<file path="src/rtl/etw_pkg.sv">
`timescale 1ns / 1ps
// ----------------------------------------------------------------------------
// etw_pkg
// shared types and constants for the eased value tween block
// ----------------------------------------------------------------------------
package etw_pkg;

  // tick counter and duration width
  localparam int TICK_BITS = 16;

  // configuration port
  localparam int CFG_INDEX_BITS = 1;
  localparam int CFG_DATA_BITS  = 16;

  localparam logic [CFG_INDEX_BITS-1:0] REG_DURATION = 1'd0;
  localparam logic [CFG_INDEX_BITS-1:0] REG_CURVE    = 1'd1;

  // item kinds
  localparam logic KIND_SET  = 1'b0;
  localparam logic KIND_TICK = 1'b1;

  // easing curves
  localparam logic CURVE_LINEAR = 1'b0;
  localparam logic CURVE_EASE   = 1'b1;

  // sequencer states
  typedef enum logic [2:0] {
    ST_IDLE,
    ST_CHECK,
    ST_DIV,
    ST_MUL_CURVE,
    ST_CURVE,
    ST_MUL_SPAN,
    ST_LEVEL,
    ST_EMIT
  } etw_state_t;

endpackage

</file>
<file path="src/rtl/eased_value_tween.sv">
`timescale 1ns / 1ps
// ----------------------------------------------------------------------------
// eased_value_tween
// animated value moving toward a target with linear or quadratic ease-in-out
// ----------------------------------------------------------------------------
// sequence: a set-target transaction goes from acceptance straight to the emit
//   state; a tick passes the check state and, while progress is incomplete, the
//   bit-serial progress divider, the curve and span multiplies and the level update
// throughput: one item at a time, the next is taken once the sequencer is idle
// reset: synchronous rst clears levels, tick count, configuration and output valid
// ----------------------------------------------------------------------------
module eased_value_tween
  import etw_pkg::*;
#(
  parameter int VALUE_BITS = 16,
  parameter int FRAC_BITS  = 16
) (
  input  logic                          clk,
  input  logic                          rst,
  // configuration
  input  logic                          cfg_write_en,
  input  logic [CFG_INDEX_BITS-1:0]     cfg_index,
  input  logic [CFG_DATA_BITS-1:0]      cfg_data,
  // input transactions
  input  logic                          in_valid,
  output logic                          in_ready,
  input  logic                          kind,
  input  logic signed [VALUE_BITS-1:0]  new_value,
  // output transactions
  output logic                          out_valid,
  input  logic                          out_ready,
  output logic signed [VALUE_BITS-1:0]  current_out,
  output logic                          finished
);

  // multiplier operand a holds the span magnitude, p, or 4 - 2p (F+2 bits)
  localparam int MUL_A = (VALUE_BITS > FRAC_BITS + 2) ? VALUE_BITS : FRAC_BITS + 2;
  localparam int PROD_BITS = MUL_A + FRAC_BITS;

  localparam logic [FRAC_BITS-1:0]  HALF_Q   = FRAC_BITS'(1) << (FRAC_BITS - 1);
  localparam logic [FRAC_BITS+1:0]  ONE_EXT  = (FRAC_BITS + 2)'(1) << FRAC_BITS;
  localparam logic [FRAC_BITS+2:0]  FOUR_EXT = (FRAC_BITS + 3)'(1) << (FRAC_BITS + 2);
  localparam logic [PROD_BITS:0]    ROUND_HALF = (PROD_BITS + 1)'(1) << (FRAC_BITS - 1);

  etw_state_t state, state_next;

  // configuration registers
  logic [TICK_BITS-1:0] duration_ticks;
  logic                 curve_mode;

  // tween state
  logic signed [VALUE_BITS-1:0] start_level;
  logic signed [VALUE_BITS-1:0] target_level;
  logic signed [VALUE_BITS-1:0] current_level;
  logic [TICK_BITS-1:0]         elapsed_ticks;

  // curve value, Q0.FRAC_BITS
  logic [FRAC_BITS-1:0] curve_q;

  // control
  logic accept;
  logic complete;
  logic div_start;
  logic div_done;
  logic mul_en;
  logic emit_load;

  logic [FRAC_BITS-1:0] progress;
  logic [MUL_A-1:0]     mul_a;
  logic [FRAC_BITS-1:0] mul_b;
  logic [PROD_BITS-1:0] prod;

  // set-target decode
  logic                 at_rest_repeat;
  logic                 reversal;
  logic [TICK_BITS-1:0] elapsed_clamped;

  // span and level arithmetic
  logic signed [VALUE_BITS:0] span;
  logic                       span_neg;
  logic [VALUE_BITS:0]        span_abs;
  logic [FRAC_BITS+2:0]       ease_hi_a;
  logic [FRAC_BITS+1:0]       ease_hi_c;
  logic [FRAC_BITS-1:0]       curve_calc;
  logic [PROD_BITS:0]         rounded;
  logic [VALUE_BITS-1:0]      step_mag;
  logic [VALUE_BITS:0]        level_sum;

  assign accept   = in_valid && in_ready;
  // progress counts as one when duration is zero or the count has caught up
  assign complete = (duration_ticks == '0) || (elapsed_ticks >= duration_ticks);

  // ---------------------------------------------------------------------------
  // configuration writes
  // ---------------------------------------------------------------------------
  always_ff @(posedge clk) begin
    if (rst) begin
      duration_ticks <= '0;
      curve_mode     <= CURVE_LINEAR;
    end else if (cfg_write_en) begin
      unique case (cfg_index)
        REG_DURATION: duration_ticks <= cfg_data[TICK_BITS-1:0];
        REG_CURVE:    curve_mode     <= cfg_data[0];
        default:      ;
      endcase
    end
  end

  // ---------------------------------------------------------------------------
  // sequencer: next state
  // ---------------------------------------------------------------------------
  always_comb begin
    state_next = state;
    unique case (state)
      ST_IDLE: begin
        if (accept) begin
          state_next = (kind == KIND_TICK) ? ST_CHECK : ST_EMIT;
        end
      end
      ST_CHECK:     state_next = complete ? ST_EMIT : ST_DIV;
      ST_DIV: begin
        if (div_done) begin
          state_next = ST_MUL_CURVE;
        end
      end
      ST_MUL_CURVE: state_next = ST_CURVE;
      ST_CURVE:     state_next = ST_MUL_SPAN;
      ST_MUL_SPAN:  state_next = ST_LEVEL;
      ST_LEVEL:     state_next = ST_EMIT;
      ST_EMIT: begin
        if (!out_valid || out_ready) begin
          state_next = ST_IDLE;
        end
      end
      default:      state_next = ST_IDLE;
    endcase
  end

  always_ff @(posedge clk) begin
    if (rst) begin
      state <= ST_IDLE;
    end else begin
      state <= state_next;
    end
  end

  // ---------------------------------------------------------------------------
  // sequencer: outputs
  // ---------------------------------------------------------------------------
  always_comb begin
    in_ready  = 1'b0;
    div_start = 1'b0;
    mul_en    = 1'b0;
    emit_load = 1'b0;
    mul_a     = '0;
    mul_b     = '0;
    unique case (state)
      ST_IDLE:  in_ready  = 1'b1;
      ST_CHECK: div_start = !complete;
      ST_MUL_CURVE: begin
        // lower half of the ease uses p*p, upper half (4 - 2p)*p
        mul_en = 1'b1;
        mul_a  = (progress < HALF_Q) ? MUL_A'(progress) : MUL_A'(ease_hi_a[FRAC_BITS+1:0]);
        mul_b  = progress;
      end
      ST_MUL_SPAN: begin
        mul_en = 1'b1;
        mul_a  = MUL_A'(span_abs[VALUE_BITS-1:0]);
        mul_b  = curve_q;
      end
      ST_EMIT:  emit_load = !out_valid || out_ready;
      default:  ;
    endcase
  end

  // ---------------------------------------------------------------------------
  // shared units
  // ---------------------------------------------------------------------------
  etw_div #(
    .FRAC_BITS (FRAC_BITS)
  ) u_div (
    .clk      (clk),
    .rst      (rst),
    .start    (div_start),
    .dividend (elapsed_ticks),
    .divisor  (duration_ticks),
    .done     (div_done),
    .quotient (progress)
  );

  etw_mul #(
    .A_BITS (MUL_A),
    .B_BITS (FRAC_BITS)
  ) u_mul (
    .clk  (clk),
    .en   (mul_en),
    .a    (mul_a),
    .b    (mul_b),
    .prod (prod)
  );

  // ---------------------------------------------------------------------------
  // datapath arithmetic
  // ---------------------------------------------------------------------------
  assign ease_hi_a = FOUR_EXT - {1'b0, progress, 1'b0};
  assign ease_hi_c = prod[FRAC_BITS +: FRAC_BITS+2] - ONE_EXT;

  always_comb begin
    if (curve_mode == CURVE_LINEAR) begin
      curve_calc = progress;
    end else if (progress < HALF_Q) begin
      curve_calc = prod[FRAC_BITS-1 +: FRAC_BITS];
    end else begin
      curve_calc = ease_hi_c[FRAC_BITS-1:0];
    end
  end

  // span magnitude always fits VALUE_BITS bits
  assign span     = {target_level[VALUE_BITS-1], target_level}
                  - {start_level[VALUE_BITS-1], start_level};
  assign span_neg = span[VALUE_BITS];
  assign span_abs = span_neg ? (~span + 1'b1) : span;

  // round half away from zero on the magnitude
  assign rounded   = {1'b0, prod} + ROUND_HALF;
  assign step_mag  = rounded[FRAC_BITS +: VALUE_BITS];
  assign level_sum = span_neg
                   ? ({start_level[VALUE_BITS-1], start_level} - {1'b0, step_mag})
                   : ({start_level[VALUE_BITS-1], start_level} + {1'b0, step_mag});

  // set-target decisions
  assign at_rest_repeat  = (new_value == target_level) && (current_level == target_level);
  assign reversal        = (new_value == start_level);
  assign elapsed_clamped = (elapsed_ticks < duration_ticks) ? elapsed_ticks : duration_ticks;

  // ---------------------------------------------------------------------------
  // tween state update
  // ---------------------------------------------------------------------------
  always_ff @(posedge clk) begin
    if (rst) begin
      start_level   <= '0;
      target_level  <= '0;
      current_level <= '0;
      elapsed_ticks <= '0;
    end else begin
      if (accept) begin
        if (kind == KIND_TICK) begin
          // advance, saturating at the duration
          elapsed_ticks <= (elapsed_ticks < duration_ticks)
                         ? elapsed_ticks + TICK_BITS'(1) : duration_ticks;
        end else if (at_rest_repeat) begin
          // repeat of the target while resting there: nothing changes
        end else if (reversal) begin
          // swap ends and mirror the elapsed count
          start_level   <= target_level;
          target_level  <= new_value;
          elapsed_ticks <= duration_ticks - elapsed_clamped;
        end else begin
          start_level   <= current_level;
          target_level  <= new_value;
          elapsed_ticks <= '0;
        end
      end
      if (state == ST_CHECK && complete) begin
        current_level <= target_level;
      end
      if (state == ST_LEVEL) begin
        current_level <= level_sum[VALUE_BITS-1:0];
      end
    end
  end

  always_ff @(posedge clk) begin
    if (state == ST_CURVE) begin
      curve_q <= curve_calc;
    end
  end

  // ---------------------------------------------------------------------------
  // output register
  // ---------------------------------------------------------------------------
  always_ff @(posedge clk) begin
    if (rst) begin
      out_valid <= 1'b0;
    end else if (emit_load) begin
      out_valid <= 1'b1;
    end else if (out_ready) begin
      out_valid <= 1'b0;
    end
  end

  always_ff @(posedge clk) begin
    if (emit_load) begin
      current_out <= current_level;
      finished    <= complete;
    end
  end

endmodule

</file>
<file path="src/rtl/etw_div.sv">
`timescale 1ns / 1ps
// ----------------------------------------------------------------------------
// etw_div
// radix-2 restoring divider: (dividend << FRAC_BITS) / divisor, one bit a cycle
// ----------------------------------------------------------------------------
module etw_div
  import etw_pkg::*;
#(
  parameter int FRAC_BITS = 16
) (
  input  logic                 clk,
  input  logic                 rst,
  input  logic                 start,
  input  logic [TICK_BITS-1:0] dividend,
  input  logic [TICK_BITS-1:0] divisor,
  output logic                 done,
  output logic [FRAC_BITS-1:0] quotient
);

  localparam int CNT_BITS = $clog2(FRAC_BITS + 1);

  logic                busy;
  logic [CNT_BITS-1:0] cnt;
  logic [TICK_BITS-1:0] rem;
  logic [TICK_BITS:0]   rem_shift;
  logic [TICK_BITS:0]   rem_diff;
  logic                 take;

  // dividend must be below divisor, so the remainder stays under 16 bits
  assign rem_shift = {rem, 1'b0};
  assign rem_diff  = rem_shift - {1'b0, divisor};
  assign take      = (rem_shift >= {1'b0, divisor});

  always_ff @(posedge clk) begin
    if (rst) begin
      busy <= 1'b0;
      done <= 1'b0;
    end else begin
      done <= 1'b0;
      if (start) begin
        busy <= 1'b1;
      end else if (busy && cnt == CNT_BITS'(1)) begin
        busy <= 1'b0;
        done <= 1'b1;
      end
    end
  end

  always_ff @(posedge clk) begin
    if (start) begin
      cnt      <= CNT_BITS'(FRAC_BITS);
      rem      <= dividend;
      quotient <= '0;
    end else if (busy) begin
      cnt      <= cnt - CNT_BITS'(1);
      rem      <= take ? rem_diff[TICK_BITS-1:0] : rem_shift[TICK_BITS-1:0];
      quotient <= {quotient[FRAC_BITS-2:0], take};
    end
  end

endmodule

</file>
<file path="src/rtl/etw_mul.sv">
`timescale 1ns / 1ps
// ----------------------------------------------------------------------------
// etw_mul
// shared unsigned multiplier with registered product
// ----------------------------------------------------------------------------
module etw_mul #(
  parameter int A_BITS = 18,
  parameter int B_BITS = 16
) (
  input  logic                     clk,
  input  logic                     en,
  input  logic [A_BITS-1:0]        a,
  input  logic [B_BITS-1:0]        b,
  output logic [A_BITS+B_BITS-1:0] prod
);

  always_ff @(posedge clk) begin
    if (en) begin
      prod <= a * b;
    end
  end

endmodule

</file>
<file path="config.mk">
export PLATFORM = sky130hd
export DESIGN_NAME = eased_value_tween
export DESIGN_NICKNAME = d
export VERILOG_FILES = /design/src/rtl/etw_pkg.sv /design/src/rtl/eased_value_tween.sv /design/src/rtl/etw_div.sv /design/src/rtl/etw_mul.sv
export SDC_FILE = /design/constraint.sdc
export NUM_CORES = 1
export LEC_CHECK = 0
export BUFFER_PORTS_ARGS = -buffer_cell sky130_fd_sc_hd__buf_2
export CAP_MARGIN = 20
export CORE_ASPECT_RATIO = 1.2
export CORE_MARGIN = 2
export CORE_UTILIZATION = 70
export DETAILED_ROUTE_END_ITERATION = 10
export PLACE_DENSITY = 0.88
export REMOVE_ABC_BUFFERS = 1
export SLEW_MARGIN = 10
export SYNTH_ARGS = -nofsm -noshare
export SYNTH_HDL_FRONTEND = slang
export SYNTH_HIERARCHICAL = 1
export SYNTH_SLANG_ARGS = --single-unit
</file>
<file path="constraint.sdc">
create_clock -name clk -period 20.3 [get_ports clk]
set_input_delay 1.015 -clock clk [delete_from_list [all_inputs] [get_ports clk]]
set_output_delay 1.015 -clock clk [all_outputs]
set_load 0.02 [all_outputs]
</file>
==> metrics.csv <==
stage,metric,value,unit
grt,grt_max_degree,49,
route,wire_per_inst,20.3,um
power,power.leakage,0.0105,uW
cells_and_area,fin_cells,3008,
route,dr.pass1.iters,6,
setup_path,required,20.51,ns
power,peakVddDrop,79.6,uV
route,drc,0,
cells_and_area,area_growth,5.08,%
worst_hold_path,min_path_type,flip-flop to flip-flop,
sta,slew_headroom,22.8,%
die,fp.dieW,168,um
power,power,2530,uW
clocking,post_cts_resized,0,
setup_path,critical_path_class,flip-flop to flip-flop,
setup_path,path_buf_inv,4,
clocking,clk_pin_slew,0.07,ns
cells_and_area,layout.nets,3046,
setup_path,critPathLaunchType,flip-flop,
place,dpl.hpwl,44.5,mm
place,place.gp.congestion,0.947,
yosys,syn_avg_cell_area,8.58,um2
status,outcome,finished clean,
clocking,postCtsHoldBufs,0,
setup_path,slowest_delay,0.55,ns
die,io_pins,58,
route,first_iter_violations,1923,
route,drtAntennaViolNets,0,
setup_path,critPathTopFamily,adder cells,
sta,finalMaxSlewViolations,0,
sta,setup_slack,10.85,ns
sta,tightest_slew,1.16,ns
sta,timing.fmax,106,MHz
setup_path,slowest_stage,or4b_4,
setup_path,cp.arrival,9.66,ns
place,io_buffers,57,
grt,antenna_found_initial,0,
sta,tns,0,ns
grt,grt_first_pass_wirelength,99.2,mm
yosys,postSynthCellCount,2619,
grt,track_usage,36.7,%
cells_and_area,layout-drive-gt1-share,6.29,%
grt,overflow,0,
sta,rsz0062_at_grt,no,
cells_and_area,diodes,0,
setup_path,worstSetupEndpointType,flip-flop,
clocking,clock-sinks,174,
clocking,post_cts_buffers,0,
die,die_area,33600,um2
route,viasPerCell,6.54,
sta,setup_viol,0,
clocking,cts_max_level,4,
setup_path,cp_max_fo,16,
clocking,cts_tree,done,
clocking,clk_latency,0.46,ns
sta,hold_viol,0,
die,rows,71,
clocking,cts_max_path_buffers,2,
route,vias,19663,
sta,clock_skew,0.0111,ns
clocking,root_buffer,clkbuf_16,
power,p_per_area,107,nW/um2
die,start_util,71.5,%
yosys,synth_warnings,6,
clocking,cts_buffers,17,
yosys,syn_area,22500,um2
sta,min_period_over_period,46.6,%
place,dp_cells,2973,
grt,grt_pass1_vias,20052,
flow_run,cap_viol_max_count,0,
die,fp.coreArea,31400,um2
die,die_h,200,um
sta,period_needed,9.45,ns
route,routed_wirelength,61.0,mm
place,place_ws,10.93,ns
setup_path,crit_top_cell,fa_1,
[cell usage in the layout (no fill, tap or decap), types with 18 or more instances in the layout]
cell        n
nand2_1   314
inv_1     309
fa_1      225
ha_1      188
nor2_1    186
and2_1    139
a21oi_1   116
dfxtp_1   106
mux2i_1    97
xor2_1     76
edfxtp_1   66
xnor2_1    62
o21ai_0    58
buf_2      57
nor3_1     50
nand3_1    47
a211oi_1   34
and3_1     34
o21a_1     28
a21o_1     26
buf_4      26
o211ai_1   22
a31oi_1    19
o22ai_1    18
[metrics by stage]
step | util, % | area, um2 | hold slack (ns)
2_1_floorplan | - | 21900 | 0.457
3_3_place_gp | 73.0 | 22900 | 0.482
3_5_place_dp | 73.0 | 22900 | 0.495
4_1_cts | 75.0 | 23600 | 0.512
5_1_grt | 75.1 | 23600 | 0.524
6_report | 75.1 | 23600 | 0.516
[power breakdown]
| part | total (uW) | switching (uW) | internal (uW) |
|---|---|---|---|
| registers | 583 | 115 | 468 |
| logic | 1580 | 957 | 625 |
| clock network | 365 | 147 | 218 |
| total | 2530 | 1220 | 1310 |
[state kept, by name (all words and copies together) (netlist names)]
signal / cells
curve_mode: 1
out_valid: 1
finished: 1
u_div/cnt: 5
start_level: 16
u_div/quotient: 16
u_mul/prod: 17
state: 3
duration_ticks: 16
target_level: 16
curve_q: 16
u_div/rem: 16
elapsed_ticks: 16
current_level: 16
current_out: 16
u_div/busy: 1
u_div/done: 1
[worst reg2reg max path, delay by kind of cell, from the launching register on]
family	cells	cell delay, ns
xor+xnor	1	0.30
fa+ha+maj	9	4.01
buf+inv	4	0.23
compound gates	8	1.88
flops	1	0.40
simple gates	8	2.39
[layer usage]
metal	global-route usage, %	vias to the layer above	routed length [um]
met5	0	-	0
met4	22.6	0	4040
met3	4.74	293	4690
met2	64.0	1096	30000
met1	43.0	9491	22300
li1	-	8783	-
[cell type report]
type,instances,area (um2)
fill,2204,7830
clock inverter,14,213
timing repair buffer,84,500
multi-input combinational,2008,16700
tap,401,502
clock buffer,18,429
inverter,309,1160
sequential,174,4150
[path summary, 6_finish.rpt]
kind              slack (ns)  depth (start not counted)              to             from
setup reg to reg       10.85                         30  u_mul/prod[29]  target_level[0]
setup / recovery       10.85                         30  u_mul/prod[29]  target_level[0]
hold / removal          0.52                          2    u_div/cnt[1]     u_div/cnt[1]
hold reg to reg         0.52                          2    u_div/cnt[1]     u_div/cnt[1]
Note: power is estimated with default switching activity, not from simulation.
